===== config.mk =====
export PLATFORM = sky130hd
export DESIGN_NAME = double_to_custom_float
export DESIGN_NICKNAME = d
export VERILOG_FILES = /design/src/hw/rtl/dtcf_pkg.sv /design/src/hw/rtl/dtcf_round.sv /design/src/hw/rtl/dtcf_pack.sv /design/src/hw/rtl/double_to_custom_float.sv
export SDC_FILE = /design/constraint.sdc
export NUM_CORES = 1
export LEC_CHECK = 0
export BUFFER_PORTS_ARGS = -buffer_cell sky130_fd_sc_hd__buf_2
export CORE_UTILIZATION = 40
export CTS_CLUSTER_SIZE = 8
export DETAILED_ROUTE_END_ITERATION = 6
export GPL_TIMING_DRIVEN = 0
export SETUP_SLACK_MARGIN = 0.02
export SLEW_MARGIN = 5
export SYNTH_ARGS = -nofsm -noshare
export SYNTH_HDL_FRONTEND = slang
export SYNTH_SLANG_ARGS = --single-unit

===== constraint.sdc =====
create_clock -name clk_i -period 5.8 [get_ports clk_i]
set_input_delay 0.58 -clock clk_i [delete_from_list [all_inputs] [get_ports clk_i]]
set_output_delay 0.58 -clock clk_i [all_outputs]
set_load 0.02 [all_outputs]

===== src/hw/rtl/dtcf_pkg.sv =====
// Package for the binary64 to configurable float converter.
// Holds request and result structs, status codes and format constants; no dependencies.
package dtcf_pkg;

  localparam int unsigned SrcFracW = 52;
  localparam int unsigned SrcExpW  = 11;
  localparam int unsigned SrcBias  = 1023;

  typedef enum logic [1:0] {
    StatusOk        = 2'd0,
    StatusOverflow  = 2'd1,
    StatusUnderflow = 2'd2,
    StatusNotFinite = 2'd3
  } status_e;

  typedef enum logic [0:0] {
    CfgExpBits  = 1'b0,
    CfgFracBits = 1'b1
  } cfg_idx_e;

  typedef struct packed {
    logic                in_sign;
    logic [SrcExpW-1:0]  in_exponent;
    logic [SrcFracW-1:0] in_fraction;
  } req_t;

  typedef struct packed {
    logic                out_sign;
    logic [SrcExpW-1:0]  out_exponent;
    logic [SrcFracW-1:0] out_fraction;
    logic [1:0]          status;
  } rsp_t;

  // Format data that travels with an item through the pipeline.
  typedef struct packed {
    logic [SrcExpW-1:0] ones;
    logic [SrcExpW-1:0] bias;
    logic [5:0]         fw;
    logic [5:0]         sh;
  } fmt_t;

endpackage


===== src/hw/rtl/dtcf_round.sv =====
// Stages one and two: fraction alignment and round to nearest even.
// Depends on dtcf_pkg.
module dtcf_round (
  input  logic                   clk_i,
  input  logic                   rst_ni,
  input  logic                   valid_i,
  input  dtcf_pkg::req_t         req_i,
  input  dtcf_pkg::fmt_t         fmt_i,
  output logic                   valid_o,
  output dtcf_pkg::req_t         req_o,
  output dtcf_pkg::fmt_t         fmt_o,
  output logic [dtcf_pkg::SrcFracW:0] keep_o
);
  import dtcf_pkg::*;

  logic                valid1_q;
  req_t                req1_q;
  fmt_t                fmt1_q;
  logic [SrcFracW-1:0] keep1_q, keep1_d;
  logic                rnd1_q, rnd1_d;
  logic [SrcFracW-1:0] rem, half, mask;

  always_comb begin
    keep1_d = req_i.in_fraction >> fmt_i.sh;
    mask    = ~({SrcFracW{1'b1}} << fmt_i.sh);
    rem     = req_i.in_fraction & mask;
    half    = (fmt_i.sh == 6'd0) ? '0 : ({{(SrcFracW-1){1'b0}}, 1'b1} << (fmt_i.sh - 6'd1));
    rnd1_d  = (fmt_i.sh != 6'd0) && ((rem > half) || ((rem == half) && keep1_d[0]));
  end

  always_ff @(posedge clk_i or negedge rst_ni) begin
    if (!rst_ni) begin
      valid1_q <= 1'b0;
      valid_o  <= 1'b0;
    end else begin
      valid1_q <= valid_i;
      valid_o  <= valid1_q;
    end
  end

  always_ff @(posedge clk_i) begin
    req1_q  <= req_i;
    fmt1_q  <= fmt_i;
    keep1_q <= keep1_d;
    rnd1_q  <= rnd1_d;
    req_o   <= req1_q;
    fmt_o   <= fmt1_q;
    keep_o  <= {1'b0, keep1_q} + {{SrcFracW{1'b0}}, rnd1_q};
  end

endmodule


===== src/hw/rtl/dtcf_pack.sv =====
// Stages three and four: exponent rebias, rounding carry, classification, range checks and packing.
// Depends on dtcf_pkg.
module dtcf_pack (
  input  logic                        clk_i,
  input  logic                        rst_ni,
  input  logic                        valid_i,
  input  dtcf_pkg::req_t              req_i,
  input  dtcf_pkg::fmt_t              fmt_i,
  input  logic [dtcf_pkg::SrcFracW:0] keep_i,
  output logic                        valid_o,
  output dtcf_pkg::rsp_t              rsp_o
);
  import dtcf_pkg::*;

  logic                valid3_q;
  req_t                req3_q;
  fmt_t                fmt3_q;
  logic [SrcFracW-1:0] keep3_q, keep3_d;
  logic signed [13:0]  biased3_q, biased3_d;
  logic                carry;
  rsp_t                rsp_d;

  always_comb begin
    carry     = (keep_i >> fmt_i.fw) != '0;
    keep3_d   = carry ? '0 : keep_i[SrcFracW-1:0];
    biased3_d = $signed({3'b000, req_i.in_exponent}) - 14'sd1023
              + $signed({3'b000, fmt_i.bias}) + (carry ? 14'sd1 : 14'sd0);
  end

  always_comb begin
    rsp_d.out_sign     = req3_q.in_sign;
    rsp_d.out_exponent = '0;
    rsp_d.out_fraction = '0;
    rsp_d.status       = StatusOk;
    if (req3_q.in_exponent == {SrcExpW{1'b1}}) begin
      rsp_d.out_exponent = fmt3_q.ones;
      rsp_d.status       = StatusNotFinite;
    end else if (req3_q.in_exponent == '0) begin
      rsp_d.status = (req3_q.in_fraction == '0) ? StatusOk : StatusUnderflow;
    end else if (biased3_q >= $signed({3'b000, fmt3_q.ones})) begin
      rsp_d.out_exponent = fmt3_q.ones;
      rsp_d.status       = StatusOverflow;
    end else if (biased3_q < 14'sd1) begin
      rsp_d.status = StatusUnderflow;
    end else begin
      rsp_d.out_exponent = biased3_q[SrcExpW-1:0];
      rsp_d.out_fraction = keep3_q;
    end
  end

  always_ff @(posedge clk_i or negedge rst_ni) begin
    if (!rst_ni) begin
      valid3_q <= 1'b0;
      valid_o  <= 1'b0;
    end else begin
      valid3_q <= valid_i;
      valid_o  <= valid3_q;
    end
  end

  always_ff @(posedge clk_i) begin
    req3_q    <= req_i;
    fmt3_q    <= fmt_i;
    keep3_q   <= keep3_d;
    biased3_q <= biased3_d;
    rsp_o     <= rsp_d;
  end

endmodule


===== src/hw/rtl/double_to_custom_float.sv =====
// Binary64 to configurable float converter, top level; uses dtcf_pkg, dtcf_round, dtcf_pack.
// One request is taken every cycle.
// busy is always low, since the four-stage pipeline never stalls.
// Reset clears the pipeline valid bits and sets exp_bits to 8 and frac_bits to 23.
module double_to_custom_float (
  input  logic           clk_i,
  input  logic           rst_ni,
  input  logic           start,
  output logic           busy,
  input  dtcf_pkg::req_t req_i,
  input  logic           cfg_we_i,
  input  logic [0:0]     cfg_idx_i,
  input  logic [5:0]     cfg_data_i,
  output logic           valid_o,
  output dtcf_pkg::rsp_t rsp_o
);
  import dtcf_pkg::*;

  logic [3:0]         exp_bits_q;
  logic [5:0]         frac_bits_q;
  logic [3:0]         ew;
  logic [5:0]         fw;
  fmt_t               fmt;
  logic               v2;
  req_t               req2;
  fmt_t               fmt2;
  logic [SrcFracW:0]  keep2;

  assign busy = 1'b0;

  always_ff @(posedge clk_i or negedge rst_ni) begin
    if (!rst_ni) begin
      exp_bits_q  <= 4'd8;
      frac_bits_q <= 6'd23;
    end else if (cfg_we_i) begin
      if (cfg_idx_i == CfgExpBits) exp_bits_q <= cfg_data_i[3:0];
      else frac_bits_q <= cfg_data_i;
    end
  end

  always_comb begin
    ew       = (exp_bits_q < 4'd2) ? 4'd2 : (exp_bits_q > 4'd11) ? 4'd11 : exp_bits_q;
    fw       = (frac_bits_q > 6'd52) ? 6'd52 : frac_bits_q;
    fmt.ones = SrcExpW'(({12'd0} | (12'd1 << ew)) - 12'd1);
    fmt.bias = SrcExpW'((12'd1 << (ew - 4'd1)) - 12'd1);
    fmt.fw   = fw;
    fmt.sh   = 6'd52 - fw;
  end

  dtcf_round u_round (
    .clk_i, .rst_ni,
    .valid_i (start),
    .req_i   (req_i),
    .fmt_i   (fmt),
    .valid_o (v2),
    .req_o   (req2),
    .fmt_o   (fmt2),
    .keep_o  (keep2)
  );

  dtcf_pack u_pack (
    .clk_i, .rst_ni,
    .valid_i (v2),
    .req_i   (req2),
    .fmt_i   (fmt2),
    .keep_i  (keep2),
    .valid_o (valid_o),
    .rsp_o   (rsp_o)
  );

endmodule


Word-level counts from Yosys, hierarchy flattened
Cells that the tools add are included.

Memories kept: 0. Memory bits (writable): 0. ROM bits: 0. Flip-flop bits (word level): 511. Logic and storage cells: 82. Bits of input ports: 75. Bits in latches: 0.

$mul: 0. Shifts and indexed selects: 6. Magnitude comparators: 6. Eq/ne operators: 2. Div/mod/pow operators: 0. Multiplexer cells: 14. Reductions and logical operators: 11. Add/sub/neg operators: 9. Bitwise gates (word level): 3.

Operators by type and width (count): 63-bit two-way mux (2); 52-bit two-way mux (2); 52-bit by 1-bit adder with 53-bit output (1); 53-bit nonzero test (1); 53-bit by 6-bit right shift with 53-bit output (1); 52-bit AND (1); 52-bit equality test (1); 52-bit greater-than comparator (1); 52-bit logical NOT (1); 52-bit NOT (1); 1-bit by 6-bit left shift with 52-bit output (first input constant) (1); 52-bit by 6-bit left shift with 52-bit output (first input constant) (1); 52-bit by 6-bit right shift with 52-bit output (1); 11-bit two-way mux (2); 1-bit by 4-bit left shift with 11-bit output (first input constant) (2); 11-bit by 1-bit subtractor with 11-bit output (second input constant) (2); 14-bit by 12-bit adder with 14-bit output (1); 14-bit adder (1); 14-bit by 12-bit >= comparator with 1-bit output (1); 14-bit by 2-bit < comparator with 1-bit output (second input constant) (1); 11-bit by 10-bit subtractor with 12-bit output (second input constant) (1); 11-bit equality test (second input constant) (1); 11-bit logical NOT (1); 2-bit two-way mux (4); other kinds (16) (19).

Depth between registers and ports, before layout
Gate-level depths: netlist of run 1.

Depth after elaboration: 10. Gate-level depth with buffers: 23. Depth with buffers taken out: 21.

Hierarchy
From an unflattened synthesis of run 1, not the netlist that was laid out.

Cell total of the unflattened synthesis: 1990. Area total of the unflattened synthesis: 20932.6 µm².

Modules (own cells, without submodules): dtcf_round (cells an instance 1162, seq. area each 6095.8 µm², times used 1, area an instance 12265.5 µm²); dtcf_pack (cells an instance 735, seq. area each 4194.0 µm², times used 1, area an instance 7852.5 µm²); double_to_custom_float (cells an instance 93, seq. area each 256.5 µm², times used 1, area an instance 814.5 µm²).

Worst setup path after synthesis of run 1
OpenSTA, ideal clock, no wires.

Path kind: reg2reg. From: reg frac_bits_q[4]. To: reg u_round.rnd1_q. Library setup time: 0.116 ns. Arrival time: 5.337 ns. Path slack: 0.347 ns. Path buffers: 2. Clock period less this slack: 5.453 ns. Cell stages (with the launch flop): 23. Cell sequence: dfstp_2 buf_2 o211ai_1 nand2_1 clkbuf_1 ha_1 inv_1 ha_1 inv_2 nor2_1 a31oi_1 a21o_1 nor4_1 nand2_1 ha_1 a21o_1 a21o_1 a211o_1 o211ai_1 a21oi_1 o41ai_1 or3b_2 o211a_1.

Longest elaborated chain between the ends: 10.

Ends and longest elaborated chain: from (decl) (RTL line double_to_custom_float.sv:20) `logic [5:0] frac_bits_q;`; from (signal assigned) (RTL line double_to_custom_float.sv:37) `else frac_bits_q <= cfg_data_i;`; 6-bit greater-than comparator (RTL line double_to_custom_float.sv:43) `fw = (frac_bits_q > 6'd52) ? 6'd52 : frac_bits_q;`; 6-bit two-way mux (*) (RTL line double_to_custom_float.sv:43); 6-bit subtractor (*) (RTL line double_to_custom_float.sv:47) `fmt.sh = 6'd52 - fw;`; branches (longest 6 deep; another with 52-bit greater-than comparator); 1-bit logical AND (*) (RTL line dtcf_round.sv:28) `rnd1_d = (fmt_i.sh != 6'd0) && ((rem > half) || ((rem == half) && keep1_d[0]));`; named net u_round.rnd1_d (RTL line dtcf_round.sv:20) `logic rnd1_q, rnd1_d;`; to (signal assigned) (RTL line dtcf_round.sv:45) `rnd1_q <= rnd1_d;`; to (decl) (RTL line dtcf_round.sv:20).

Mark *: on every way through the listed nets, which the timed path passes. A chain may end at the register's enable or synchronous reset.

Worst setup path in the final report of run 1
From: reg frac_bits_q[2]. To: reg u_round.rnd1_q.

The elaborated chain is that of the path after synthesis.

==> flow_summary.yaml, run 1 <==
cells_and_area:
  fillers: 4827
  fin_nets: 2465
  fin_cells: 3001
  area_overhead_of_the_layout_relative_to_synthesis_pct: 18.80
  post_route_cells_drive_above_1_share: 0.1971
  postLayoutCoreUtil: 0.4808
  n_antenna_cell: 0
die:
  core_region_area_sq_um: 52450
  die_height_um: 232.4
  initial_utilization: 0.4047
  die_area_sq_um: 53990
  ios: 143
  die_width_um: 232.4
  rows: 84
worst_setup_path:
  crit_path_launch_type: "flop"
  cp_data_arrival_time_ns: 6.17
  critPathSlowestCell: "sky130_fd_sc_hd__dfstp_2"
  worst_path_largest_cell_delay_ns: 0.59
  startpoint: "frac_bits_q[2]"
  cp_top_family: "compound AO/OA/AOI/OAI gates"
  count_of_buffer_and_inverter_cells_on_the_critical_path: 3
  r2r_start: "frac_bits_q[2]"
  cp_cell_sequence: "o21ai_0, xor2_1, or2_2, clkbuf_1, buf_1, buf_2, nand2_1, o31a_1, ha_1, a21o_1, a21o_1, a21oi_1, nor4_1, nor4_1, a311oi_2, or3b_2, o211a_1"
  timing.critical_path.fanout_max: 10
  criticalPathCategory: "reg2reg"
  critical_path.endpoint_type: "flop"
  critical_path_required_ns: 6.26
yosys:
  ys_seq_area_frac: 0.4855
  synth_top_family_by_area: "simple AND/OR/NAND/NOR gates"
  ys_dominant_reg_cell: "sky130_fd_sc_hd__dfxtp_1"
  synth_compound_area_frac: 0.1239
  yosys-mux-area-fraction: 0.1190
  synthesis.area_per_instance_sq_um: 10.29
  ys_async_sr_fraction: 0.02740
  synthesis.yosys.warnings: 0
  post_synth_num_cell_types: 84
  syn-instance-count: 2063
  synth.ff_latch_count: 511
  synth_adder_area_share: 0.05317
  synth-simple-area-share: 0.1541
  synth_xor_xnor_area_share: 0.03177
  synth.cell_area_sq_um: 21230
  count_of_flip_flops_with_a_built_in_enable_after_synthesis: 0
route:
  pre_antenna_drt_iters: 6
  drc: 0
  drt.antenna.violating_nets: 0
  drt-wirelength-per-cell_um: 22.11
  drt_iter0_markers: 1582
  drt-vias-per-instance: 5.636
  drt-total-wl_mm: 66.35
  vias: 16920
flow_run:
  drv.max_cap_violation_count: 0
global_routing:
  first_global_vias: 16660
  grt_first_pass_wirelength_mm: 99.60
  gr-usage-all-layers: 0.2470
  grt_overflow: 0
  grt_antenna_before_repair: 3
  grt_start_max_net_pins: 15
timing:
  final_hold_viol_count: 0
  period_share: 0.9846
  whs_ns: 0.07604
  worst_slew_pin_slew_ns: 1.387
  final_min_period_ns: 5.711
  rsz0062_at_grt: "true"
  final_worst_setup_slack_ns: 0.08910
  finClkSkew_ns: 0.02774
  setup_violations: 0
  relative_slew_slack: 0.06686
  slew_violations: 0
  timing.fmax_mhz: 175.1
hold_path:
  min-delay-start: "req_i[55]"
  worstHoldPathType: "in2reg"
place:
  gp_congestion: 0.9794
  place_hpwl_mm: 49.03
  numPortBuffers: 141
  pre_cts_slack_ns: -1.620
  placedCellCount: 2896
power:
  totalPowerFinal_mw: 12.82
  ir_worst_vdd_mv: 0.2293
  p_per_area_nw_per_um2: 508.3
  power.leakage_nw: 10.65
run_status:
  status: "finished clean"
cts:
  cts_tree: "yes"
  htree_num_levels: 3
  root_buffer: "sky130_fd_sc_hd__clkbuf_16"
  cts_made_buffers: 74
  clock_tree.buffer_depth: 3
  clkLatencyLatePin_ns: 0.62
  clkSinkCount: 511
  cts.clk_slew.worst_paths_ns: 0.05
[registers in the layout, summed over array words and instances (netlist names), 52 cells and up]
register	flops
u_round.keep1_q	52
u_pack.req3_q	64
u_pack.rsp_o	66
u_round.req_o	64
u_pack.keep3_q	52
u_round.req1_q	64
u_round.keep_o	53
[kinds of logic (layout without fill, tap and decap cells)]
group	after synthesis	in the layout
simple gates	674	674
flops	511	511
compound gates	371	371
mux	185	185
buf+inv	154	400
fa+ha+maj	89	89
xor+xnor	77	77
other cells	2	6
[synthesized netlist by cell type, types with 6 or more instances]
cell type | number | share of area
sky130_fd_sc_hd__a211oi_1 | 15 | 0.0053
sky130_fd_sc_hd__o22ai_1 | 10 | 0.0029
sky130_fd_sc_hd__o21ai_0 | 50 | 0.012
sky130_fd_sc_hd__a21o_1 | 26 | 0.0092
sky130_fd_sc_hd__mux2i_1 | 112 | 0.053
sky130_fd_sc_hd__and2_1 | 30 | 0.0088
sky130_fd_sc_hd__nor2b_1 | 21 | 0.0062
sky130_fd_sc_hd__dfrtp_1 | 9 | 0.011
sky130_fd_sc_hd__o211ai_1 | 11 | 0.0039
sky130_fd_sc_hd__a21oi_2 | 51 | 0.021
sky130_fd_sc_hd__dfxtp_1 | 497 | 0.47
sky130_fd_sc_hd__o311ai_0 | 6 | 0.0025
sky130_fd_sc_hd__a22o_1 | 13 | 0.0054
sky130_fd_sc_hd__mux4_2 | 51 | 0.054
sky130_fd_sc_hd__o21a_1 | 18 | 0.0064
sky130_fd_sc_hd__a21oi_1 | 88 | 0.021
sky130_fd_sc_hd__nor2_1 | 109 | 0.019
sky130_fd_sc_hd__o32ai_1 | 6 | 0.0025
sky130_fd_sc_hd__xor2_1 | 24 | 0.0099
sky130_fd_sc_hd__a21boi_0 | 8 | 0.0028
sky130_fd_sc_hd__buf_1 | 19 | 0.0034
sky130_fd_sc_hd__nor3_1 | 53 | 0.012
sky130_fd_sc_hd__nor4_1 | 33 | 0.0097
sky130_fd_sc_hd__xnor2_1 | 53 | 0.022
sky130_fd_sc_hd__clkbuf_1 | 67 | 0.012
sky130_fd_sc_hd__mux2_2 | 18 | 0.0095
sky130_fd_sc_hd__nand4_1 | 26 | 0.0077
sky130_fd_sc_hd__buf_2 | 18 | 0.0042
sky130_fd_sc_hd__and4_1 | 8 | 0.0033
sky130_fd_sc_hd__ha_1 | 87 | 0.051
sky130_fd_sc_hd__and3_1 | 78 | 0.023
sky130_fd_sc_hd__o211a_1 | 6 | 0.0028
sky130_fd_sc_hd__nand2_1 | 241 | 0.043
sky130_fd_sc_hd__buf_6 | 9 | 0.0048
sky130_fd_sc_hd__inv_1 | 31 | 0.0055
sky130_fd_sc_hd__nand3_1 | 46 | 0.011
[path summary, 6_finish.rpt]
path	slack (ns)	endpoint	cells after the start
max	0.09	u_round.rnd1_q	17
min	0.08	u_round.req1_q[55]	1
max reg2reg	0.09	u_round.rnd1_q	17
min reg2reg	0.31	u_round.fmt_o[14]	0
max in group asynchronous	5.10	frac_bits_q[2]	2
min in group asynchronous	0.41	frac_bits_q[3]	2
[routing by layer]
layer / wire length, um / global-route usage / share of wire
met5: 0 / 0 / 0
met3: 4450 / 0.04813 / 0.067
met2: 30770 / 0.4017 / 0.46
met1: 27720 / 0.3062 / 0.42
met4: 3408 / 0.1361 / 0.051
[through the flow]
step / TNS, ns / cell area [sq um]
floorplan: 0 / 21240
global placement: -2.231 / 22810
detailed placement: -2.307 / 22810
CTS: 0 / 25100
global route: -0.05752 / 25220
finish: 0 / 25220
[final cells by class]
| type | instances | area, sq um | share of cell area |
|---|---|---|---|
| buffer | 115 | 575.6 | 0.02282 |
| multi-input combinational | 1402 | 10450 | 0.4145 |
| clock buffer | 83 | 1938 | 0.07685 |
| inverter | 37 | 148.9 | 0.005904 |
| clock inverter | 5 | 72.57 | 0.002878 |
| tap | 688 | 860.8 | 0.03414 |
| timing repair buffer | 160 | 863.3 | 0.03423 |
| sequential | 511 | 10310 | 0.4087 |
[worst register-to-register path, stage by stage, from the launching register on]
cell	delay, ns
sky130_fd_sc_hd__dfstp_2	0.59
sky130_fd_sc_hd__o21ai_0	0.19
sky130_fd_sc_hd__xor2_1	0.38
sky130_fd_sc_hd__or2_2	0.18
sky130_fd_sc_hd__clkbuf_1	0.54
sky130_fd_sc_hd__buf_1	0.54
sky130_fd_sc_hd__buf_2	0.44
sky130_fd_sc_hd__nand2_1	0.19
sky130_fd_sc_hd__o31a_1	0.37
sky130_fd_sc_hd__ha_1	0.32
sky130_fd_sc_hd__a21o_1	0.16
sky130_fd_sc_hd__a21o_1	0.16
sky130_fd_sc_hd__a21oi_1	0.20
sky130_fd_sc_hd__nor4_1	0.08
sky130_fd_sc_hd__nor4_1	0.25
sky130_fd_sc_hd__a311oi_2	0.16
sky130_fd_sc_hd__or3b_2	0.51
sky130_fd_sc_hd__o211a_1	0.30
[where the power goes]
part | internal (mW) | switching (mW) | total (mW)
clock | 2.33 | 1.42 | 3.74
combinational | 1.68 | 2.72 | 4.40
sequential | 4.14 | 0.530 | 4.67
total | 8.15 | 4.67 | 12.8
[timing repair]
item                                    in CTS  in global routing
buffers inserted                            10                  8
endpoints found under the setup margin       5                  3
endpoints found under the hold margin        9                  0
pin swaps                                    7                  4
hold buffers                                 1                  0
resized for setup                           48                 17
[layout by cell type (no fill, tap or decap), types with 23 or more instances in the layout]
master,Yosys,final
sky130_fd_sc_hd__nand3_1,46,45
sky130_fd_sc_hd__mux2i_1,112,112
sky130_fd_sc_hd__a21oi_2,51,51
sky130_fd_sc_hd__nor4_1,33,28
sky130_fd_sc_hd__dfxtp_1,497,497
sky130_fd_sc_hd__buf_2,18,162
sky130_fd_sc_hd__and3_1,78,78
sky130_fd_sc_hd__nor2_1,109,103
sky130_fd_sc_hd__nand4_1,26,26
sky130_fd_sc_hd__xnor2_1,53,51
sky130_fd_sc_hd__nor3_1,53,53
sky130_fd_sc_hd__xor2_1,24,23
sky130_fd_sc_hd__inv_1,31,30
sky130_fd_sc_hd__clkbuf_16,0,76
sky130_fd_sc_hd__nand2_1,241,240
sky130_fd_sc_hd__a21o_1,26,25
sky130_fd_sc_hd__clkbuf_1,67,64
sky130_fd_sc_hd__o21ai_0,50,50
sky130_fd_sc_hd__ha_1,87,85
sky130_fd_sc_hd__mux4_2,51,51
sky130_fd_sc_hd__and2_1,30,30
sky130_fd_sc_hd__a21oi_1,88,87
Power figures use the tool's default switching activity.
==> run 2, diff against run 1 <==
--- a/config.mk
+++ b/config.mk
@@ -6,7 +6,7 @@
 export NUM_CORES = 1
 export LEC_CHECK = 0
 export BUFFER_PORTS_ARGS = -buffer_cell sky130_fd_sc_hd__buf_2
-export CORE_UTILIZATION = 40
+export CORE_UTILIZATION = 35
 export CTS_CLUSTER_SIZE = 8
 export DETAILED_ROUTE_END_ITERATION = 6
 export GPL_TIMING_DRIVEN = 0
==> run 2 against run 1 <==
Compared with the run above: clock power increased by 3%; count of clock-buffer cells in the layout increased by 1; non-clock buffer count decreased by 1; critical path depth increased by 2; sequential cell count unchanged; maximum frequency increased by 1.3%; first-iteration DRC count decreased by 18%; worst hold slack got worse by 0.0028 ns; setup slack improved by 0.073 ns; combinational power about the same; sequential share of layout area decreased by 0.26 points; routed wire length decreased by 0.61%; largest power group unchanged.
==> flow_summary.yaml, run 2 (synthesis results as in run 1) <==
cells_and_area:
  layout_common_cells: "497 x sky130_fd_sc_hd__dfxtp_1, 240 x sky130_fd_sc_hd__nand2_1, 161 x sky130_fd_sc_hd__buf_2"
  largest_register: "u_pack.rsp_o"
  mostFrequentLayoutCell: "sky130_fd_sc_hd__dfxtp_1"
  post_route_cells_drive_above_1_share: 0.1974
  largest_reg_flops: 66
  postLayoutCoreUtil: 0.4268
  multiInputGateArea_sq_um: 10460
  area_overhead_of_the_layout_relative_to_synthesis_pct: 19.56
  fillers: 5756
  fin_nets: 2465
  layout.area.seq_sq_um: 10310
timing:
  setup_violations: 0
  final_hold_viol_count: 0
  whs_ns: 0.07322
  rsz0062_at_grt: "false"
  relative_slew_slack: 0.3615
  final_min_period_ns: 5.638
  worst_slew_pin_slew_ns: 0.9578
  timing.fmax_mhz: 177.4
  slew_violations: 0
  period_share: 0.9721
  finClkSkew_ns: 0.02837
  final_worst_setup_slack_ns: 0.1618
  tns_ns: 0
global_routing:
  gr-usage-all-layers: 0.2133
  grt_first_pass_wirelength_mm: 98.86
  grt_overflow: 0
  grt_start_max_net_pins: 15
  grt_antenna_before_repair: 4
  first_global_vias: 16530
die:
  core_region_area_sq_um: 59460
  rows: 89
  ios: 143
  initial_utilization: 0.3570
  die_width_um: 248.3
  die_height_um: 248.3
  die_area_sq_um: 61640
worst_setup_path:
  worst_path_largest_cell_delay_ns: 0.55
  critical_path_required_ns: 6.27
  worst_path_most_repeated_cell: "sky130_fd_sc_hd__a21o_1"
  cp_cell_sequence: "o211ai_1, nand2_2, clkbuf_8, ha_1, buf_2, clkbuf_2, o21ai_0, a21o_1, nor4_4, nand2_1, ha_1, a21o_1, a21o_1, a211o_1, o211ai_1, a21oi_1, o41ai_2, or3b_2, o211a_1"
  critical_path.endpoint_type: "flop"
  timing.critical_path.fanout_max: 12
  count_of_buffer_and_inverter_cells_on_the_critical_path: 3
  crit_path_launch_type: "flop"
  cp_top_family: "compound AO/OA/AOI/OAI gates"
  cp_data_arrival_time_ns: 6.11
  criticalPathCategory: "reg2reg"
  critPathSlowestCell: "sky130_fd_sc_hd__or3b_2"
route:
  vias: 16780
  routed-wl-met2_mm: 30.70
  drt.antenna.violating_nets: 0
  drc: 0
  drt-wirelength-per-cell_um: 21.35
  drt_iter0_markers: 1302
  pre_antenna_drt_iters: 7
  drt-vias-per-instance: 5.431
  drt-total-wl_mm: 65.95
  met3_wl_post_dr_mm: 4.568
  routedLengthMet1_mm: 27.60
  routed.top_layer: "met4"
cts:
  cts_tree: "yes"
  cts.clk_slew.worst_paths_ns: 0.05
  clkSinkCount: 511
  htree_num_levels: 3
  cts_made_buffers: 75
  root_buffer: "sky130_fd_sc_hd__clkbuf_16"
  clkLatencyLatePin_ns: 0.61
  clock_tree.buffer_depth: 3
place:
  numPortBuffers: 141
  pre_cts_slack_ns: -1.477
  place_hpwl_mm: 49.53
  gp_congestion: 0.9725
power:
  totalPowerFinal_mw: 12.92
  ir_worst_vdd_mv: 0.2247
  power.leakage_nw: 10.69
  p_per_area_nw_per_um2: 509.2
hold_path:
  worstHoldPathType: "in2reg"
run_status:
  status: "finished clean"
flow_run:
  drv.max_cap_violation_count: 0
[run 2: layout make-up]
class / count / share of cell area
multi-input cells: 1402 / 0.4120
flip-flops and latches: 511 / 0.4061
clock buffers: 84 / 0.07736
well taps: 773 / 0.03811
repair buffers: 158 / 0.03293
plain buffers: 116 / 0.02273
inverters: 37 / 0.005620
clock inverters: 7 / 0.005078
diodes: 1 / 0.00009860
[run 2: per-stage QoR]
step	instance area, sq um	instances
3_5_place_dp	22930	2981
6_report	25380	3089
4_1_cts	25250	3080
5_1_grt	25380	3088
3_3_place_gp	22910	2981
2_1_floorplan	21240	2067
[run 2: final timing paths]
check	slack, ns	from	end	depth (start not counted)
max	0.16	frac_bits_q[3]	u_round.rnd1_q	19
min	0.07	req_i[58]	u_round.req1_q[58]	1
max reg2reg	0.16	frac_bits_q[3]	u_round.rnd1_q	19
min reg2reg	0.32	u_round.fmt1_q[18]	u_round.fmt_o[18]	0
max in group asynchronous	5.08	rst_ni	frac_bits_q[2]	2
min in group asynchronous	0.41	rst_ni	u_round.valid_o	2
[run 2: report_power, final]
group	internal, mW	switching (mW)	total (mW)
Sequential	4.14	0.535	4.68
Combinational	1.68	2.71	4.39
Clock	2.44	1.42	3.86
Total	8.26	4.66	12.9
[run 2: what timing repair did]
| action | in CTS | in global routing |
|---|---|---|
| gates resized for setup | 41 | 17 |
| setup buffers | 7 | 9 |
| pin swaps | 5 | 3 |
| hold endpoints to repair | 9 | 0 |
| gates cloned | 0 | 0 |
| endpoints found under the setup margin | 5 | 5 |
| hold buffers | 1 | 0 |
[run 2: routing by layer]
metal / up-vias / GRT usage
met4: 0 / 0.1053
met5: - / 0
li1: 7841 / -
met2: 754 / 0.3486
met1: 7978 / 0.2666
met3: 203 / 0.04396
